$ cat src/rtl/ssi_pkg.sv
// ----------------------------------------------------------------------------
// Segment intersection package
// Shared widths, payload structs and defaults of the segment intersection block.
// ----------------------------------------------------------------------------
`default_nettype none

package ssi_pkg;

  localparam int unsigned FRAC_BITS_DEF = 16;
  localparam int unsigned COORD_W       = 32;
  localparam int unsigned DIFF_W        = 33;
  localparam int unsigned PROD_W        = 66;
  localparam int unsigned CROSS_W       = 67;
  localparam int unsigned TOL_W         = 16;
  localparam logic [TOL_W-1:0] TOL_RESET = 16'd7;

  // start point and direction of the first segment, carried to the point stage
  typedef struct packed {
    logic signed [COORD_W-1:0] p0x;
    logic signed [COORD_W-1:0] p0y;
    logic signed [DIFF_W-1:0]  l1x;
    logic signed [DIFF_W-1:0]  l1y;
  } geo_t;

  typedef struct packed {
    logic t_neg;
    logic u_neg;
    logic miss;
  } sign_t;

  // handshake between neighboring stages
  typedef struct packed {
    logic valid;
    logic ready;
  } hs_t;

endpackage

`default_nettype wire

$ cat src/rtl/ssi_back.sv
// ----------------------------------------------------------------------------
// Segment intersection back end
// Range test of both parameters, point products, shift and saturation.
// ----------------------------------------------------------------------------
`default_nettype none

module ssi_back import ssi_pkg::*; #(
  parameter int unsigned FRAC_BITS = FRAC_BITS_DEF,
  parameter int unsigned QB        = 18
) (
  input  wire logic                      clk_i,
  input  wire logic                      rst_ni,
  input  wire logic [TOL_W-1:0]          tol_i,
  input  wire logic                      valid_i,
  output      logic                      ready_o,
  input  wire geo_t                      geo_i,
  input  wire sign_t                     sign_i,
  input  wire logic [QB-1:0]             q_t_i,
  input  wire logic [QB-1:0]             q_u_i,
  output      logic                      valid_o,
  input  wire logic                      ready_i,
  output      logic                      hit_o,
  output      logic signed [COORD_W-1:0] cross_x_o,
  output      logic signed [COORD_W-1:0] cross_y_o
);

  localparam int unsigned SW   = QB + 2;
  localparam int unsigned PRW  = QB + 1 + DIFF_W;
  localparam int unsigned SUMW = PRW + 1;

  logic [1:0] v_q;
  logic [1:0] rdy;

  assign rdy[1]  = !v_q[1] || ready_i;
  assign rdy[0]  = !v_q[0] || rdy[1];
  assign ready_o = rdy[0];
  assign valid_o = v_q[1];

  always_ff @(posedge clk_i or negedge rst_ni) begin
    if (!rst_ni) begin
      v_q <= '0;
    end else begin
      if (rdy[0]) v_q[0] <= valid_i;
      if (rdy[1]) v_q[1] <= v_q[0];
    end
  end

  // stage E: signed parameters, range test, products
  logic signed [QB:0]   t_s, u_s;
  logic signed [SW-1:0] lowb, highb, t_w, u_w;
  logic                 in_range;

  always_comb begin
    t_s      = sign_i.t_neg ? -$signed({1'b0, q_t_i}) : $signed({1'b0, q_t_i});
    u_s      = sign_i.u_neg ? -$signed({1'b0, q_u_i}) : $signed({1'b0, q_u_i});
    t_w      = SW'(t_s);
    u_w      = SW'(u_s);
    lowb     = -$signed(SW'(tol_i));
    highb    = $signed((SW'(1) << FRAC_BITS) + SW'(tol_i));
    in_range = !sign_i.miss && (t_w >= lowb) && (t_w <= highb)
               && (u_w >= lowb) && (u_w <= highb);
  end

  logic                        hit_q;
  logic signed [COORD_W-1:0]   p0x_q, p0y_q;
  logic signed [PRW-1:0]       px_q, py_q;

  always_ff @(posedge clk_i) begin
    if (rdy[0] && valid_i) begin
      hit_q <= in_range;
      p0x_q <= geo_i.p0x;
      p0y_q <= geo_i.p0y;
      px_q  <= PRW'(t_s) * PRW'(geo_i.l1x);
      py_q  <= PRW'(t_s) * PRW'(geo_i.l1y);
    end
  end

  // stage F: floor shift, add, saturate; zero the point on a miss
  logic signed [SUMW-1:0]    sx, sy;
  logic signed [COORD_W-1:0] cx, cy;

  function automatic logic signed [COORD_W-1:0] sat(input logic signed [SUMW-1:0] v);
    logic hi_same;
    hi_same = (v[SUMW-1:COORD_W-1] == '0) || (v[SUMW-1:COORD_W-1] == '1);
    if (hi_same) return v[COORD_W-1:0];
    return v[SUMW-1] ? {1'b1, {(COORD_W-1){1'b0}}} : {1'b0, {(COORD_W-1){1'b1}}};
  endfunction

  always_comb begin
    sx = SUMW'(p0x_q) + SUMW'(px_q >>> FRAC_BITS);
    sy = SUMW'(p0y_q) + SUMW'(py_q >>> FRAC_BITS);
    cx = hit_q ? sat(sx) : '0;
    cy = hit_q ? sat(sy) : '0;
  end

  always_ff @(posedge clk_i) begin
    if (rdy[1] && v_q[0]) begin
      hit_o     <= hit_q;
      cross_x_o <= cx;
      cross_y_o <= cy;
    end
  end

endmodule

`default_nettype wire

$ cat config.mk
export PLATFORM = sky130hd
export DESIGN_NAME = ssi_back
export DESIGN_NICKNAME = d
export VERILOG_FILES = /design/src/rtl/ssi_pkg.sv /design/src/rtl/ssi_back.sv
export SDC_FILE = /design/constraint.sdc
export NUM_CORES = 2
export LEC_CHECK = 0
export BUFFER_PORTS_ARGS = -buffer_cell sky130_fd_sc_hd__buf_4
export CORE_MARGIN = 1.5
export CORE_UTILIZATION = 35
export CTS_BUF_LIST = sky130_fd_sc_hd__clkbuf_8
export DETAILED_ROUTE_END_ITERATION = 6
export PLACE_DENSITY = 0.51
export SYNTH_ARGS = -nofsm -noshare
export SYNTH_HDL_FRONTEND = slang
export SYNTH_SLANG_ARGS = --single-unit
$ cat constraint.sdc
create_clock -name clk_i -period 4.4 [get_ports clk_i]
set_clock_uncertainty 0.05 [all_clocks]
set_input_delay 0.44 -clock clk_i [delete_from_list [all_inputs] [get_ports clk_i]]
set_output_delay 0.44 -clock clk_i [all_outputs]
set_load 0.005 [all_outputs]
Yosys cells after proc, flatten, opt, wreduce, memory -nomap -nowiden
Cells that the tools add are included.
Widths: inputs -> output; s select.
- multiplexer cells: 10
- $mul: 2
- equal/unequal tests: 2
- reductions and logical operators: 15
- add/sub/neg operators: 6
- magnitude comparators: 4
- operators by type and width (kind ; number):
    $mux 32 ; 6
    $mul 19x33->52 ; 2
    $add 32x36->37 ; 2
    $eq 22x22->1 const B ; 2
    $logic_not 22->1 ; 2
    $ge 19x20->1 ; 2
    $le 19x19->1 ; 2
    $mux 19 ; 2
    $neg 18->19 ; 2
    $neg 16->20 ; 1
    $add 17x16->18 const A ; 1
    $logic_and 1x1->1 ; 6
    $logic_or 1x1->1 ; 4
    $logic_not 1->1 ; 3
    $mux 1 ; 2
- output and inout port bits: 67
- flip-flop bits (word level): 236
- logic and storage cells: 49

Longest topological paths before layout
- word-level depth: 7
- mapped depth: 36
- depth with buffers taken out: 33

Least setup slack after synthesis
OpenSTA, ideal clock, no wires.
- path type: in2reg
- start point: in q_t_i[0]
- end point: reg py_q[49], data pin
- stages: 34
- buffers on the path: 3
- path slack: -4.388 ns
- data arrival time: 8.476 ns
- required time: 4.088 ns
- cell sequence: clkbuf_1 -> inv_1 -> ha_1 -> nand2_1 -> or3_1 -> or2_2 -> or3_1 -> o31a_1 -> xor2_1 -> clkbuf_1 -> clkbuf_1 -> nand2_1 -> fa_1 -> fa_1 -> inv_1 -> fa_1 -> fa_1 -> fa_1 -> fa_1 -> inv_1 -> fa_1 -> inv_1 -> ha_1 -> a21oi_1 -> o21ai_0 -> a32oi_1 -> nor3b_1 -> a211oi_4 -> o21a_2 -> o21ai_2 -> a221o_1 -> a31oi_1 -> o21bai_1 -> xor2_1
- longest elaborated chain between the ends: 3
- ends and longest elaborated chain (item ; RTL line ; source):
    from (decl) ; ssi_back.sv:18 ; input wire logic [QB-1:0] q_t_i,
    $neg 18->19 ; ssi_back.sv:54 ; t_s = sign_i.t_neg ? -$signed({1'b0, q_t_i}) : $signed({1'b0, q_t_i});
    $mux 19 (*) ; ssi_back.sv:54 ;
    $mul 19x33->52 (*) ; ssi_back.sv:74 ; py_q <= PRW'(t_s) * PRW'(geo_i.l1y);
    to (signal assigned) ; ssi_back.sv:74 ;
    to (decl) ; ssi_back.sv:66 ; logic signed [PRW-1:0] px_q, py_q;
Every way passes the cells marked *; elsewhere a longest branch is shown, timed or not.
A chain may end at the register's enable or synchronous reset.

Final worst setup path
- start point: in q_t_i[1]
- end point: reg py_q[49], data pin
The elaborated chain is that of the path after synthesis.

==> impl_results.md <==
* Top_reg_cell synth: edfxtp_1
* Clock Pin Slew Worst Setup and Hold Paths at 0.06 ns
* Relative slew slack at 0.315
* Yosys warning count at 0
* Synthesized area at 54400 µm²
* Die outline height at 397 µm
* R2R Setup Slk at 0.26 ns
* Initial Utilization at 0.353
* DR iter-0 viols at 1828
* Hold Path Cell Cnt at 3
* Reg2reg start: py_q[16]
* Drt total wl at 145 mm
* Req. time, crit path at 4.69 ns
* Sequential element share of the synthesized area at 0.112
* Most frequent cells in the layout: inv_1, fa_1, nand2_1
* CP startpoint kind: input pin
* Register-to-Register Path Depth at 16
* WL per Instance at 17.1 µm
* Final antenna-violating net count at 0
* EDFF count, synth at 202
* Peak Freq at 0.124 GHz
* Post-layout util at 0.433
* Core area at 154000 µm²
* Final Critical Period at 8.09 ns
* Die width at 397 µm
* # H-tree levels at 2
* Pre-CTS setup slack at -4.38 ns
* Area Overhead vs Synth at 22.9%
* CTS Buf Count at 39
* Synth top area cells: fa_1, edfxtp_1, ha_1
* Crit path max-delay cell type: fa_2
* Drt pass-1 iters at 7
* Vias per cell at 4.78
* Num ports at 256
* CTS Buffer Depth at 3
* First-pass GRT wire length at 235 mm
* GR Overflow Total at 0
* Initial antenna violation count at 8
* Worst slew pin tran at 1.03 ns
* Worst EP arrival at 8.38 ns
* Failing checks: DRC, setup timing
* Final worst slack at -3.69 ns
* Max-cap violation count at 0
* Final net count at 8263
* Routability cong. at 0.862
* Die area at 158000 µm²
* Post-Syn Instances at 5699
* Critical path class: in2reg
* Status: finished with violations
* Layout cells sized above 1 at 0.195
* CP Capture Type: flop
* IO buf count at 255
* CTS Root Buffer Type: clkbuf_8
* Vias in the first global route at 43778
* Final Slew Violations at 0
* Syn_area_per_cell at 9.54 µm²
* Synth async-reset ratio at 0.00980
* Synth Register Bits at 204
* Hold_sp: ready_i
* Dpl cells at 8314
* Crit-path max FO at 5
* Clk sinks at 204
* Cell Count, Final, Fillers Out at 8517
* CTS tree: yes
* HPWL after DPL at 122 mm
* Routed via count at 40695
* Fin crit share at 1.84
* R2R Path End: cross_y_o[5]
* Worst-Skew Late Latency at 0.64 ns
* # DRC at 34
* Overall routing resource usage at 0.189
* # rows at 144
* CP max stage delay at 0.57 ns
* Most common cell after layout, fill and taps aside: inv_1
* Worst setup endpoint: py_q[49]
* Synth area leader: fa_1
* Syn nets at 7519
* Largest net degree at the start of global routing at 66
* Final Hold Fails at 0
* Post-synth cell types at 92
* Setup Viol. Count Final at 72
* Synth top area share at 0.447
* RSZ-0062 raised after global routing: yes
* Crit path launch: q_t_i[1]
* Worst min path class: in2reg
[layer usage]
metal / vias up / wire length [µm] / global-route usage
met5: - / 42 / 0
met4: 6 / 3240 / 0.0416
met3: 159 / 5460 / 0.0157
met1: 21079 / 61500 / 0.245
met2: 719 / 75300 / 0.341
li1: 18732 / - / -
[cells by family (layout without fill, tap and decap cells)]
family	after synthesis	after routing	synth area share
fa+ha+maj	1631	1631	0.543
simple gates	1613	1613	0.140
buf+inv	1525	2297	0.106
compound gates	534	534	0.0672
flops	204	204	0.112
xor+xnor	186	186	0.0301
mux	6	6	0.00113
other cells	0	2	0
[cell type report]
type,instances,area (µm²)
fill,15197,87400
inverter,1239,4670
clock inverter,28,129
antenna,2,5.00
tap,2044,2560
clock buffer,41,564
sequential,204,6120
multi-input combinational,3970,43900
timing repair buffer,989,8820
[critical path, delay by kind of cell]
family | cells | cell delay [ns]
and+or+nand+nor | 5 | 1.12
adders and majority gates | 9 | 3.59
AOI/OAI and AO/OA | 11 | 2.39
buffers and inverters | 4 | 0.43
xor gates and xnor gates | 2 | 0.38
[cell usage after synthesis, drive strengths merged (88+ instances only)]
cell and count:
a21o 88, a21oi 168, and2 384, clkbuf 218
edfxtp 202, fa 1214, ha 417, inv 1239
nand2 885, nor2 121, o21ai 112, xnor2 124
[state kept, by name (all words and copies together) (netlist names)]
signal and flops:
hit_q 1, p0x_q 32, v_q 2, hit_o 1, p0y_q 32, cross_x_o 32
py_q 36, cross_y_o 32, px_q 36
[what timing repair did]
action | CTS | global route
resized for setup | 156 | 114
hold buffers | 66 | 0
pin swaps | 68 | 69
cloned | 4 | 6
buffers inserted | 36 | 30
endpoints found under the setup margin | 72 | 120
endpoints found under the hold margin | 67 | 0
[metrics by stage]
stage                     cell area [µm²]  hold slack, ns  setup TNS [ns]
after floorplan                     54700          0.0944         -233.80
after global placement              63400           0.174         -269.49
after detailed placement            63400           0.175         -273.08
after CTS                           65900          0.0284         -218.15
after global routing                66800          0.0701         -237.64
final                               66800          0.0892         -223.14
[how the worst min path moves through the flow]
| stage | end | slack (ns) |
|---|---|---|
| after global routing | v_q[1] | 0.07 |
| after global placement | v_q[0] | 0.17 |
| after detailed placement | v_q[0] | 0.18 |
| after CTS | v_q[1] | 0.03 |
| after floorplan | v_q[0] | 0.09 |
| final | v_q[1] | 0.09 |
Power is not shown: default switching activity piles up to over one toggle a cycle in this logic, so the estimate is an artifact.
