===== src/rtl/ssi_pkg.sv =====
// ----------------------------------------------------------------------------
// Segment intersection package
// Shared widths, payload structs and defaults of the segment intersection block.
// ----------------------------------------------------------------------------
`default_nettype none

package ssi_pkg;

  localparam int unsigned FRAC_BITS_DEF = 16;
  localparam int unsigned COORD_W       = 32;
  localparam int unsigned DIFF_W        = 33;
  localparam int unsigned PROD_W        = 66;
  localparam int unsigned CROSS_W       = 67;
  localparam int unsigned TOL_W         = 16;
  localparam logic [TOL_W-1:0] TOL_RESET = 16'd7;

  // start point and direction of the first segment, carried to the point stage
  typedef struct packed {
    logic signed [COORD_W-1:0] p0x;
    logic signed [COORD_W-1:0] p0y;
    logic signed [DIFF_W-1:0]  l1x;
    logic signed [DIFF_W-1:0]  l1y;
  } geo_t;

  typedef struct packed {
    logic t_neg;
    logic u_neg;
    logic miss;
  } sign_t;

  // handshake between neighboring stages
  typedef struct packed {
    logic valid;
    logic ready;
  } hs_t;

endpackage

`default_nettype wire


===== src/rtl/ssi_cell.sv =====
// ----------------------------------------------------------------------------
// Segment intersection divider cell
// Resolves one quotient bit of both parameters and passes the item on.
// ----------------------------------------------------------------------------
`default_nettype none

module ssi_cell import ssi_pkg::*; #(
  parameter int unsigned QB  = 18,
  parameter int unsigned NW  = 83,
  parameter int unsigned BIT = 0
) (
  input  wire logic               clk_i,
  input  wire logic               rst_ni,
  input  wire logic               valid_i,
  output      logic               ready_o,
  input  wire geo_t               geo_i,
  input  wire sign_t              sign_i,
  input  wire logic [CROSS_W-1:0] den_i,
  input  wire logic [NW-1:0]      rem_t_i,
  input  wire logic [NW-1:0]      rem_u_i,
  input  wire logic [QB-1:0]      q_t_i,
  input  wire logic [QB-1:0]      q_u_i,
  output      logic               valid_o,
  input  wire logic               ready_i,
  output      geo_t               geo_o,
  output      sign_t              sign_o,
  output      logic [CROSS_W-1:0] den_o,
  output      logic [NW-1:0]      rem_t_o,
  output      logic [NW-1:0]      rem_u_o,
  output      logic [QB-1:0]      q_t_o,
  output      logic [QB-1:0]      q_u_o
);

  localparam int unsigned CW = CROSS_W + QB;

  logic          valid_q;
  logic [CW-1:0] dsh;
  logic          ge_t, ge_u;

  assign ready_o = !valid_q || ready_i;
  assign valid_o = valid_q;

  always_comb begin
    dsh  = CW'(den_i) << BIT;
    ge_t = CW'(rem_t_i) >= dsh;
    ge_u = CW'(rem_u_i) >= dsh;
  end

  always_ff @(posedge clk_i or negedge rst_ni) begin
    if (!rst_ni) begin
      valid_q <= 1'b0;
    end else if (ready_o) begin
      valid_q <= valid_i;
    end
  end

  always_ff @(posedge clk_i) begin
    if (ready_o && valid_i) begin
      geo_o   <= geo_i;
      sign_o  <= sign_i;
      den_o   <= den_i;
      rem_t_o <= ge_t ? NW'(rem_t_i - NW'(dsh)) : rem_t_i;
      rem_u_o <= ge_u ? NW'(rem_u_i - NW'(dsh)) : rem_u_i;
      q_t_o   <= q_t_i | (QB'(ge_t) << BIT);
      q_u_o   <= q_u_i | (QB'(ge_u) << BIT);
    end
  end

endmodule

`default_nettype wire


===== config.mk =====
export PLATFORM = sky130hd
export DESIGN_NAME = ssi_cell
export DESIGN_NICKNAME = d
export VERILOG_FILES = /design/src/rtl/ssi_pkg.sv /design/src/rtl/ssi_cell.sv
export SDC_FILE = /design/constraint.sdc
export NUM_CORES = 1
export LEC_CHECK = 0
export ABC_CLOCK_PERIOD_IN_PS = 27400
export CAP_MARGIN = 20
export CORE_AREA = 2 2 318 320
export DETAILED_ROUTE_END_ITERATION = 8
export DIE_AREA = 0 0 320 322
export DONT_BUFFER_PORTS = 1
export PLACE_DENSITY = 0.37
export SLEW_MARGIN = 20
export SYNTH_ARGS = -nofsm -noshare
export SYNTH_HDL_FRONTEND = slang
export SYNTH_SLANG_ARGS = --single-unit

===== constraint.sdc =====
create_clock -name clk_i -period 27.4 [get_ports clk_i]
set_clock_uncertainty 0.1 [all_clocks]
set_input_delay 2.74 -clock clk_i [delete_from_list [all_inputs] [get_ports clk_i]]
set_output_delay 2.74 -clock clk_i [all_outputs]
set_load 0.05 [all_outputs]

Yosys cells after proc, flatten, opt, wreduce, memory -nomap -nowiden
Cells that the tools add are included.
{"block": "op_classes", "reduce_logical": 3, "muxes": 2, "magnitude_cmp": 2, "add_sub_neg": 2, "n_bitwise": 2}
{"operator": "greater-or-equal comparator 83 x 67 -> 1 bit", "n": 2}
{"operator": "two-way mux 83 bit", "n": 2}
{"operator": "subtractor 83 x 67 -> 83 bit", "n": 2}
{"operator": "bitwise OR 18 x 1 -> 18 bit", "n": 2}
{"operator": "logical AND 1 bit", "n": 1}
{"operator": "zero test 1 bit", "n": 1}
{"operator": "logical OR 1 bit", "n": 1}
{"block": "totals", "elab_cells": 24, "regBits": 403}

Longest topological paths before layout
Gate-level depths: netlist of the first run.
{"block": "logic_depth", "depth_word": 3, "mapped_depth": 16, "depth_no_buf": 15}

Worst setup path before layout of the first run
No wires, ideal clock.
{"block": "synth_path", "path_type": "input to register", "startpoint": "in ready_i", "endpoint": "reg den_o[0], enable pin", "setup_time_ns": 0.815, "arrival_ns": 12.337, "setup_slack_ns": 14.148, "stages": 2, "t_required_ns": 26.485, "path_cell_list": "nand2b_1 -> and2_1"}
{"block": "synth_via", "elab_chain_cells": 2}
{"element": "start: declaration", "line": "ssi_cell.sv:24", "source": "input wire logic ready_i,"}
{"element": "logical OR 1 bit", "line": "ssi_cell.sv:40", "source": "assign ready_o = !valid_q || ready_i;"}
{"element": "logical AND 1 bit", "line": "ssi_cell.sv:58", "source": "if (ready_o && valid_i) begin"}
{"element": "end signal: assignment", "line": "ssi_cell.sv:61", "source": "den_o <= den_i;"}
{"element": "end: declaration", "line": "ssi_cell.sv:27", "source": "output logic [CROSS_W-1:0] den_o,"}
No other way between the ends.
A chain may end at the register's enable or synchronous reset.

Final worst setup path of the first run
{"block": "layout_path", "startpoint": "in rem_u_i[0]", "endpoint": "reg rem_u_o[74] (data pin)"}
{"block": "layout_via", "elab_chain_cells": 2, "word_cells_on_any_way": 3}
{"element": "start: declaration", "line": "ssi_cell.sv:20", "source": "input wire logic [NW-1:0] rem_u_i,"}
{"element": "subtractor 83 x 67 -> 83 bit / greater-or-equal comparator 83 x 67 -> 1 bit (equally long branches)", "line": "ssi_cell.sv:63, ssi_cell.sv:46"}
{"element": "two-way mux 83 bit *", "line": "ssi_cell.sv:63", "source": "rem_u_o <= ge_u ? NW'(rem_u_i - NW'(dsh)) : rem_u_i;"}
{"element": "end signal: assignment", "line": "ssi_cell.sv:63"}
{"element": "end: declaration", "line": "ssi_cell.sv:29", "source": "output logic [NW-1:0] rem_u_o,"}
Mark *: on every way between the ends. The rest lies on a longest branch, timed or not.

==> flow_metrics.env, run 1 <==
export IMPL_status="finished clean"
export IMPL_async_flop_share=0.002481
export IMPL_max_stage_delay_ns=0.89
export IMPL_period_minus_slack_ns=7.264
export IMPL_cts_resized=0
export IMPL_hold_viol=0
export IMPL_tritoncts="yes"
export IMPL_worst_r2r_setup_slack_ns=22.52
export IMPL_ios=810
export IMPL_hold_buffers=0
export IMPL_cts_htree_levels=2
export IMPL_end_kind="register"
export IMPL_synth_avg_cell_area_um2=10.62
export IMPL_powerDensity_mw_per_mm2=73.21
export IMPL_vdd_drop_max_v=0.00004092
export IMPL_cap_violations=0
export IMPL_timing_rr_end="den_o[49]$_DFFE_PP_"
export IMPL_slowest_stage="a2111oi_0"
export IMPL_setup_viol=0
export IMPL_crit_required_ns=27.62
export IMPL_cp_max_fo=4
export IMPL_clkTransAtPathRegs_ns=0.06
export IMPL_rsz0062_at_grt="no"
export IMPL_holdPathEnd="valid_o$_DFFE_PN0N_"
export IMPL_vias=16740
export IMPL_path_cells="inv_1 -> ha_1 -> inv_1 -> fa_1 -> a31o_2 -> a311oi_1 -> o21ai_0 -> a211oi_1 -> o41ai_1 -> buf_4 -> a21o_1 -> nand2_1 -> nor2_1 -> a2111oi_0 -> xor2_1"
export IMPL_die_area_mm2=0.1030
export IMPL_cts_sinks=403
export IMPL_wl_mm=92.09
export IMPL_die_y_um=322
export IMPL_grt_pass1_wl_mm=127.4
export IMPL_start_kind="primary input"
export IMPL_cpMostUsedCell="inv_1"
export IMPL_ys_warn_count=0
export IMPL_clock_latency_ns=0.61
export IMPL_initial_core_util=0.2265
export IMPL_wl_per_cell_um=26.84
export IMPL_drc=0
export IMPL_cts_buffers=49
export IMPL_cp_top_family="compound AO/OA/AOI/OAI gates"
export IMPL_instances_no_fill=3431
export IMPL_slew_violations=0
export IMPL_leakage_nw=8.894
export IMPL_cts_root_buf="clkbuf_16"
export IMPL_reg2regPathDepth=6
export IMPL_drive_above_1_share=0.05313
export IMPL_synth_cell_type_count=70
export IMPL_synthFlopType="edfxtp_1"
export IMPL_core_mm2=0.09957
export IMPL_post_cts_repair_setup_buffers=0
export IMPL_overflow=0
export IMPL_drtPass1Iterations=5
export IMPL_finalWeightedCongestion=0.8483
export IMPL_synth_seq_area_share=0.5364
export IMPL_hpwl_mm=76.75
export IMPL_port_buffer_count=0
export IMPL_slew_headroom=0.3264
export IMPL_area_delta_synth_final_pct=13.21
export IMPL_seq_area_mm2=0.01210
export IMPL_routed_via_density=4.879
export IMPL_ys_seq_elements=403
export IMPL_rows=116
export IMPL_cp_arrival_ns=7.49
export IMPL_die_x_um=320
export IMPL_path_buf_inv=3
export IMPL_multi_input_area_mm2=0.009721
export IMPL_setup_tns_final_ns=0
export IMPL_hp_class="reg -> reg"
export IMPL_critPathKind="in -> reg"
export IMPL_tightestPinTransition_ns=0.9850
export IMPL_worst_path_stages=15
export IMPL_grt_max_degree=104
export IMPL_grt_pass1_vias=16920
export IMPL_clockBufferDepth=3
export IMPL_global_route_usage_total=0.1709
export IMPL_finalCritPeriodShare=0.2651
export IMPL_fillers=10530
export IMPL_synth_area_mm2=0.02255
export IMPL_holdWs_ns=1.117
export IMPL_syn_nets=2665
export IMPL_synthCells=2123
export IMPL_drtIter0Drc=1095
export IMPL_synth_edf_count=402
export IMPL_whs_path_depth=2
export IMPL_antenna_found_initial=9
export IMPL_postRouteAntennaNets=0
export IMPL_reg2reg_from="valid_o$_DFFE_PN0N_"
export IMPL_nNetsFinal=2632
export IMPL_dp_cells=3337
export IMPL_max_freq_ghz=0.1377
export IMPL_hold_path_startpoint="valid_o$_DFFE_PN0N_"
## how the worst max path moves through the flow
stage	end	startpoint	slack, ns
CTS	rem_u_o[74]$_DFFE_PP_	rem_u_i[0]	20.11
finish	rem_u_o[74]$_DFFE_PP_	rem_u_i[0]	20.14
global placement	rem_u_o[74]$_DFFE_PP_	rem_u_i[0]	19.48
detailed placement	rem_u_o[74]$_DFFE_PP_	rem_u_i[0]	19.41
floorplan	den_o[0]$_DFFE_PP_	ready_i	14.15
global route	rem_u_o[74]$_DFFE_PP_	rem_u_i[0]	19.64
## cells in the final DEF, fill, tap and decap left out, types with 6 or more instances in the layout
cell type	count
a31oi_1	13
nand2_1	267
o31a_1	6
or3_1	15
xor2_1	81
o21a_1	15
nand2b_1	15
o31ai_1	9
a21boi_0	6
clkinv_1	10
xnor2_1	77
and3_1	8
ha_1	134
edfxtp_1	402
nand3_1	37
clkbuf_16	50
and2_1	6
a21oi_1	176
buf_4	11
clkinvlp_4	7
mux2_2	6
a21o_1	58
nor4_1	19
or2_2	8
diode_2	6
a31o_2	6
inv_1	100
nor3_1	40
o21bai_1	26
nor2b_1	9
o21ai_0	216
a211oi_1	17
nand4_1	56
nor2_1	109
o211ai_1	8
## synth_stat cells (all sizes together), types with 4 or more instances
cell	count	area [um^2]
a2111oi	4	35.03
a211oi	17	127.6
a21boi	6	45.04
a21o	58	435.4
a21oi	176	880.8
a31o	7	61.31
a31oi	13	81.33
and2	7	43.79
and3	8	50.05
buf	5	31.28
clkbuf	90	337.8
edfxtp	402	12070
ha	134	1677
inv	100	375.4
mux2	6	67.56
nand2	267	1002
nand2b	15	93.84
nand3	37	185.2
nand4	56	350.3
nor2	109	409.1
nor2b	9	56.30
nor3	40	200.2
nor3b	4	30.03
nor4	21	143.9
nor4b	4	35.03
o211ai	8	60.06
o21a	15	112.6
o21ai	220	1101
o21bai	26	195.2
o311ai	4	35.04
o31a	7	61.31
o31ai	9	67.56
or2	8	50.05
or3	15	93.84
or4	5	41.29
xnor2	77	674.4
xor2	81	709.4
## logic make-up after synthesis
family	after synthesis	share of synthesized area
buf+inv	195	0.03301
xor+xnor	158	0.06137
mux	8	0.003884
flops	403	0.5364
simple gates	612	0.1264
fa+ha+maj	136	0.07613
compound gates	611	0.1628
## state kept, by name, indices dropped and copies added (netlist names)
signal   flops
valid_o      1
rem_t_o     83
q_u_o       18
geo_o      130
sign_o       3
rem_u_o     83
q_t_o       18
den_o       67
## layout make-up
class / instances / share of cell area
clock inverters: 34 / 0.01363
multi-input cells: 1525 / 0.3808
repair buffers: 11 / 0.003235
diodes: 6 / 0.0005881
well taps: 1298 / 0.06362
flip-flops and latches: 403 / 0.4739
clock buffers: 54 / 0.04960
inverters: 100 / 0.01470
## metrics by stage
stage / worst slack, ns / area [um^2] / power, mW / utilization
after floorplan: 14.15 / 22550 / 1.135 / -
after global placement: 19.48 / 23900 / 1.227 / 0.2400
after detailed placement: 19.41 / 23900 / 1.225 / 0.2400
after CTS: 20.11 / 25510 / 1.899 / 0.2562
after global routing: 19.64 / 25530 / 1.949 / 0.2564
final: 20.14 / 25530 / 1.869 / 0.2564
## tightest hold or removal path: cells and delay by family (launching register included)
kind / cells / cell delay (ns)
and+or+nand+nor: 2 / 0.62
DFF: 1 / 0.56
## power by group
part | internal, mW | switching, mW | total [mW]
Clock | 0.382 | 0.277 | 0.659
Combinational | 0.0947 | 0.182 | 0.277
Sequential | 0.749 | 0.184 | 0.933
## routing by layer
layer,share of wire,vias to the layer above,track usage,wire [um]
li1,-,7814,-,-
met1,0.37,8170,0.1820,33640
met2,0.54,658,0.3223,49430
met3,0.076,95,0.05313,7022
met4,0.022,4,0.04664,1983
met5,0.00029,-,0,27
(Power assumes the default switching activity.)
==> run 2, diff against run 1 <==
--- a/config.mk
+++ b/config.mk
@@ -5,13 +5,13 @@
 export SDC_FILE = /design/constraint.sdc
 export NUM_CORES = 1
 export LEC_CHECK = 0
-export ABC_CLOCK_PERIOD_IN_PS = 27400
+export ABC_CLOCK_PERIOD_IN_PS = 6300
 export CAP_MARGIN = 20
-export CORE_AREA = 2 2 318 320
+export CORE_AREA = 2 2 311 313
 export DETAILED_ROUTE_END_ITERATION = 8
-export DIE_AREA = 0 0 320 322
+export DIE_AREA = 0 0 313 315
 export DONT_BUFFER_PORTS = 1
-export PLACE_DENSITY = 0.37
+export PLACE_DENSITY = 0.39
 export SLEW_MARGIN = 20
 export SYNTH_ARGS = -nofsm -noshare
 export SYNTH_HDL_FRONTEND = slang
==> constraint.sdc (replaced) <==
create_clock -name clk_i -period 6.3 [get_ports clk_i]
set_clock_uncertainty 0.1 [all_clocks]
set_input_delay 0.63 -clock clk_i [delete_from_list [all_inputs] [get_ports clk_i]]
set_output_delay 0.63 -clock clk_i [all_outputs]
set_load 0.05 [all_outputs]
==> flow_metrics.env, run 2 (synthesis results as in run 1) <==
export IMPL_hp_class="in -> reg"
export IMPL_drive_above_1_share=0.05146
export IMPL_leakage_nw=9.965
export IMPL_status="finished clean"
export IMPL_wl_per_cell_um=26.21
export IMPL_holdWs_ns=0.09087
export IMPL_postRouteAntennaNets=0
export IMPL_cts_sinks=403
export IMPL_routed_via_density=4.873
export IMPL_setup_tns_final_ns=0
export IMPL_drtIter0Drc=1134
export IMPL_nNetsFinal=2871
export IMPL_powerDensity_mw_per_mm2=300.9
export IMPL_drc=0
export IMPL_setup_viol=0
export IMPL_die_area_mm2=0.09860
export IMPL_period_minus_slack_ns=4.640
export IMPL_area_delta_synth_final_pct=24.35
export IMPL_finalCritPeriodShare=0.7364
export IMPL_cp_arrival_ns=4.91
export IMPL_overflow=0
export IMPL_grt_pass1_wl_mm=132.8
export IMPL_initial_core_util=0.2356
export IMPL_crit_required_ns=6.57
export IMPL_vdd_drop_max_v=0.0001836
export IMPL_hold_viol=0
export IMPL_die_y_um=315
export IMPL_regMostFlops="geo_o"
export IMPL_ios=810
export IMPL_cts_htree_levels=2
export IMPL_clkTransAtPathRegs_ns=0.06
export IMPL_cts_root_buf="clkbuf_16"
export IMPL_most_common_layout_cells="edfxtp_1 (402), nand2_1 (267), dlygate4sd3_1 (236), o21ai_0 (216), a21oi_1 (176)"
export IMPL_die_x_um=313
export IMPL_clockBufferDepth=3
export IMPL_start_kind="primary input"
export IMPL_place_ws_ns=0.8225
export IMPL_setup_ws_ns=1.660
export IMPL_tritoncts="yes"
export IMPL_rsz0062_at_grt="no"
export IMPL_grt_max_degree=157
export IMPL_layout_commonest_cell="edfxtp_1"
export IMPL_drtPass1Iterations=5
export IMPL_reg_top3="geo_o: 130 flops, rem_t_o: 83 flops, rem_u_o: 83 flops"
export IMPL_end_kind="register"
export IMPL_core_mm2=0.09571
export IMPL_finalWeightedCongestion=0.8838
export IMPL_cp_max_fo=41
export IMPL_fillers=9921
export IMPL_critPathKind="in -> reg"
export IMPL_power_total_mw=8.437
export IMPL_cts_buffers=51
export IMPL_slew_violations=0
export IMPL_clock_latency_ns=0.62
export IMPL_largest_reg_flops=130
export IMPL_antenna_found_initial=5
export IMPL_tightestPinTransition_ns=1.056
export IMPL_slew_headroom=0.2892
export IMPL_rows=114
export IMPL_wl_mm=95.66
export IMPL_max_freq_ghz=0.2155
export IMPL_cap_violations=0
export IMPL_port_buffer_count=0
export IMPL_vias=17790
export IMPL_grt_pass1_vias=18110
export IMPL_hpwl_mm=77.53
export IMPL_global_route_usage_total=0.1853
==> run 2: cell types whose count changed in the layout (fill, tap and decap cells not counted), sizes merged <==
| cell | delta |
|---|---|
| buf | +1 |
| bufinv | +2 |
| clkbuf | +4 |
| clkinv | +1 |
| clkinvlp | -1 |
| diode | -3 |
| dlygate4sd3 | +236 |
| inv | +1 |
==> run 2: final timing paths <==
path / depth (start not counted) / to / slack (ns) / startpoint
max in group asynchronous: 1 / valid_o$_DFFE_PN0N_ / 5.86 / rst_ni
hold / removal: 1 / q_u_o[0]$_DFFE_PP_ / 0.09 / q_u_i[0]
hold reg to reg: 2 / valid_o$_DFFE_PN0N_ / 1.27 / valid_o$_DFFE_PN0N_
setup / recovery: 12 / rem_t_o[82]$_DFFE_PP_ / 1.66 / den_i[46]
setup reg to reg: 3 / rem_u_o[65]$_DFFE_PP_ / 3.02 / valid_o$_DFFE_PN0N_
min in group asynchronous: 1 / valid_o$_DFFE_PN0N_ / 0.13 / rst_ni
==> run 2: area by class of cell <==
| cell class | count | area (um^2) | area share |
|---|---|---|---|
| Antenna cell | 3 | 7.507 | 0.0002677 |
| Clock buffer | 58 | 1324 | 0.04721 |
| Clock inverter | 37 | 414.1 | 0.01477 |
| Inverter | 100 | 375.4 | 0.01339 |
| Multi-Input combinational cell | 1525 | 9726 | 0.3468 |
| Sequential cell | 403 | 12100 | 0.4314 |
| Tap cell | 1276 | 1597 | 0.05693 |
| Timing Repair Buffer | 248 | 2502 | 0.08924 |
==> run 2: what timing repair did <==
| item | in CTS | in global routing |
|---|---|---|
| endpoints found under the hold margin | 236 | 0 |
| hold buffers | 236 | 0 |
| buffers inserted | 0 | 0 |
| gates resized for setup | 0 | 0 |
==> run 2: power by group <==
group	switching (mW)	total (mW)	internal [mW]	leakage, nW
clock network	1.23	3.04	1.81	0.835
logic	0.822	1.33	0.512	5.30
registers	0.802	4.06	3.26	3.83
total	2.86	8.44	5.58	9.96
==> run 2: stage by stage <==
stage | cells | cell area (um^2) | util
floorplan | 2123 | 22550 | -
global placement | 3316 | 23930 | 0.2500
detailed placement | 3316 | 23930 | 0.2501
CTS | 3647 | 28030 | 0.2929
global route | 3649 | 28040 | 0.2930
finish | 3650 | 28040 | 0.2930
==> run 2: critical path, cell delays in order <==
cell	delay [ns]
inv_1	0.10
ha_1	0.49
nand3_1	0.31
nor4_1	0.52
nand4_1	0.18
nor4_1	0.95
and3_1	0.38
nor2_1	0.10
o211a_4	0.28
nor4_1	0.55
nand4_1	0.21
xnor2_1	0.18
==> run 2: metal layers <==
metal  routed length [um]  global-route usage
met5                   16                   0
met4                 2357             0.05035
met3                 6428             0.05256
met2                50710              0.3511
met1                36150              0.1995
==> run 3, diff against run 2 <==
--- a/config.mk
+++ b/config.mk
@@ -5,13 +5,14 @@
 export SDC_FILE = /design/constraint.sdc
 export NUM_CORES = 1
 export LEC_CHECK = 0
-export ABC_CLOCK_PERIOD_IN_PS = 6300
+export ABC_AREA = 1
+export ABC_CLOCK_PERIOD_IN_PS = 4290
 export CAP_MARGIN = 20
-export CORE_AREA = 2 2 311 313
+export CORE_AREA = 2 2 312 314
 export DETAILED_ROUTE_END_ITERATION = 8
-export DIE_AREA = 0 0 313 315
+export DIE_AREA = 0 0 314 316
 export DONT_BUFFER_PORTS = 1
-export PLACE_DENSITY = 0.39
+export PLACE_DENSITY = 0.45
 export SLEW_MARGIN = 20
 export SYNTH_ARGS = -nofsm -noshare
 export SYNTH_HDL_FRONTEND = slang
==> constraint.sdc (replaced) <==
create_clock -name clk_i -period 4.29 [get_ports clk_i]
set_clock_uncertainty 0.1 [all_clocks]
set_input_delay 0.429 -clock clk_i [delete_from_list [all_inputs] [get_ports clk_i]]
set_output_delay 0.429 -clock clk_i [all_outputs]
set_load 0.05 [all_outputs]
==> flow_metrics.env, run 3 <==
export IMPL_cts_buffers=48
export IMPL_slew_violations=0
export IMPL_instances_no_fill=6006
export IMPL_nNetsFinal=5230
export IMPL_clkTransAtPathRegs_ns=0.06
export IMPL_cp_arrival_ns=3.57
export IMPL_async_flop_share=0.002481
export IMPL_synth_avg_cell_area_um2=6.875
export IMPL_powerDensity_mw_per_mm2=357.4
export IMPL_die_x_um=314
export IMPL_postRouteAntennaNets=0
export IMPL_synth_top_area_share=0.4140
export IMPL_clockBufferDepth=3
export IMPL_synth_cell_type_count=33
export IMPL_cp_max_fo=5
export IMPL_synth_most_common_cell="nand2_1"
export IMPL_finalWeightedCongestion=1.045
export IMPL_timing_rr_end="rem_t_o[3]$_DFFE_PP_"
export IMPL_setup_ws_ns=1.109
export IMPL_end_kind="register"
export IMPL_antenna_found_initial=14
export IMPL_grt_pass1_vias=28610
export IMPL_setup_viol=0
export IMPL_area_delta_synth_final_pct=24.97
export IMPL_period_minus_slack_ns=3.181
export IMPL_drtPass1Iterations=6
export IMPL_wl_per_cell_um=25.30
export IMPL_most_common_layout_cells="nand2_1 (1863), inv_1 (861), edfxtp_1 (402), dlygate4sd3_1 (397), nor2_1 (360)"
export IMPL_port_buffer_count=0
export IMPL_synthCells=4241
export IMPL_reg2reg_from="valid_o$_DFFE_PN0N_"
export IMPL_slew_headroom=0.4647
export IMPL_dp_cells=5517
export IMPL_drc=0
export IMPL_synthFlopType="edfxtp_1"
export IMPL_clock_latency_ns=0.62
export IMPL_worst_r2r_setup_slack_ns=2.10
export IMPL_finalCritPeriodShare=0.7416
export IMPL_start_kind="primary input"
export IMPL_crit_path_end="rem_u_o[54]$_DFFE_PP_"
export IMPL_hold_path_startpoint="rem_t_i[72]"
export IMPL_status="finished clean"
export IMPL_largest_reg_flops=130
export IMPL_leakage_nw=17.83
export IMPL_die_y_um=316
export IMPL_regMostFlops="geo_o"
export IMPL_hpwl_mm=126.5
export IMPL_hold_viol=0
export IMPL_rows=114
export IMPL_ys_top_cells_by_count="nand2_1 (1863), inv_1 (861), edfxtp_1 (402), nor2_1 (360), nand3_1 (160)"
export IMPL_max_freq_ghz=0.3143
export IMPL_cts_sinks=403
export IMPL_hp_class="in -> reg"
export IMPL_setup_worst_path_start="rem_u_i[0]"
export IMPL_ios=810
export IMPL_ys_seq_elements=403
export IMPL_wl_mm=152.0
export IMPL_utilization=0.3796
export IMPL_rsz0062_at_grt="no"
export IMPL_syn_nets=4783
export IMPL_cap_violations=0
export IMPL_cts_root_buf="clkbuf_16"
export IMPL_synth_area_leaders="edfxtp_1 (41%), nand2_1 (24%), inv_1 (11%)"
export IMPL_tightestPinTransition_ns=0.8030
export IMPL_global_route_usage_total=0.2969
export IMPL_layout_commonest_cell="nand2_1"
export IMPL_routed_via_density=4.785
export IMPL_grt_max_degree=81
export IMPL_crit_required_ns=4.68
export IMPL_drive_above_1_share=0.03937
export IMPL_fillers=10410
export IMPL_synth_edf_count=402
export IMPL_place_ws_ns=0.8425
export IMPL_initial_core_util=0.3037
export IMPL_reg_top3="geo_o: 130 flops, rem_t_o: 83 flops, rem_u_o: 83 flops"
export IMPL_die_area_mm2=0.09922
export IMPL_synth_seq_area_share=0.4149
export IMPL_cts_htree_levels=2
export IMPL_grt_pass1_wl_mm=208.8
export IMPL_tritoncts="yes"
export IMPL_vdd_drop_max_v=0.0002538
export IMPL_reg2regPathDepth=3
export IMPL_ys_warn_count=0
export IMPL_core_mm2=0.09599
export IMPL_cts_resized=0
export IMPL_critPathKind="in -> reg"
export IMPL_drtIter0Drc=2253
export IMPL_yosysTopAreaCell="edfxtp_1"
export IMPL_synth_area_mm2=0.02916
export IMPL_overflow=0
export IMPL_vias=28740
-- run 3: cell count changes after synthesis, moves of 17 or more --
cell and delta:
nor2_1 +251, a21oi_1 -49, nand2_1 +1596, inv_2 +21
xnor2_1 -73, inv_1 +761, a211oi_1 -17, nand3_1 +123
clkbuf_1 -90, a21o_1 -56, nor2_2 +28, nand3b_1 +30
nor3_1 -29, o21ai_0 -204
-- run 3: cell type report --
type                    count  area [um^2]  share of cell area
flip-flops and latches    403        12100              0.3320
repair buffers            427         4299              0.1180
diodes                      6        15.01           0.0004121
inverters                 883         3317             0.09103
multi-input cells        2925        13550              0.3720
well taps                1276         1597             0.04382
clock buffers              57         1266             0.03475
clock inverters            29        292.8            0.008035
-- run 3: worst min path at each step --
| stage | to | cells past startpoint | slack (ns) |
|---|---|---|---|
| floorplan | valid_o$_DFFE_PN0N_ | 0 | 0.03 |
| global placement | valid_o$_DFFE_PN0N_ | 0 | 0.03 |
| detailed placement | valid_o$_DFFE_PN0N_ | 0 | 0.03 |
| CTS | rem_t_o[72]$_DFFE_PP_ | 2 | 0.001 |
| global route | rem_t_o[75]$_DFFE_PP_ | 2 | 0.02 |
| finish | rem_t_o[72]$_DFFE_PP_ | 2 | 0.03 |
-- run 3: routing by layer --
layer,track usage,vias to the layer above,share of wire
li1,-,13900,-
met1,0.3769,13620,0.42
met2,0.5151,1050,0.48
met3,0.05116,169,0.063
met4,0.08797,4,0.031
met5,0,-,0.00018
-- run 3: critical path, stage by stage --
cell and delay [ns]:
dlygate4sd3_1 0.53, inv_1 0.07, ha_1 0.16, inv_1 0.08, fa_1 0.43, nand3_1 0.11, nand3_1 0.20, nand2_1 0.11
nand2_1 0.20, nand2_1 0.13, nand3_1 0.30, nand2_1 0.29, nand3b_1 0.20, nand2_1 0.11, nand3_1 0.11, nand2_1 0.10
-- run 3: per-stage QoR --
stage          hold slack, ns  total power, mW  instance area, um^2  setup TNS (ns)
4_1_cts              0.001260            13.14                36420               0
6_report              0.02887            13.02                36440               0
5_1_grt               0.02408            13.56                36430               0
3_5_place_dp          0.03346            8.588                30890               0
3_3_place_gp          0.03344            8.605                30890               0
2_1_floorplan         0.03341            7.569                29170        -1406.39
-- run 3: kinds of logic after synthesis --
group / share of synthesized area
AND/OR/NAND/NOR: 0.3499
flip-flops: 0.4149
buffers and inverters: 0.1207
AO/OA/AOI/OAI: 0.03047
adder cells (fa/ha/maj): 0.05888
XOR/XNOR: 0.02523
-- run 3: where the power goes --
part           total, mW  internal [mW]  leakage [nW]  switching (mW)
registers           5.91           4.76          3.83            1.14
logic               2.96          0.972          13.2            1.99
clock network       4.16           2.37         0.756            1.79
total               13.0           8.10          17.8            4.92
-- run 3: repair_timing --
| action | in CTS | in global routing |
|---|---|---|
| hold endpoints to repair | 396 | 0 |
| endpoints found under the setup margin | 0 | 0 |
| buffers inserted | 0 | 0 |
| hold buffers | 397 | 0 |
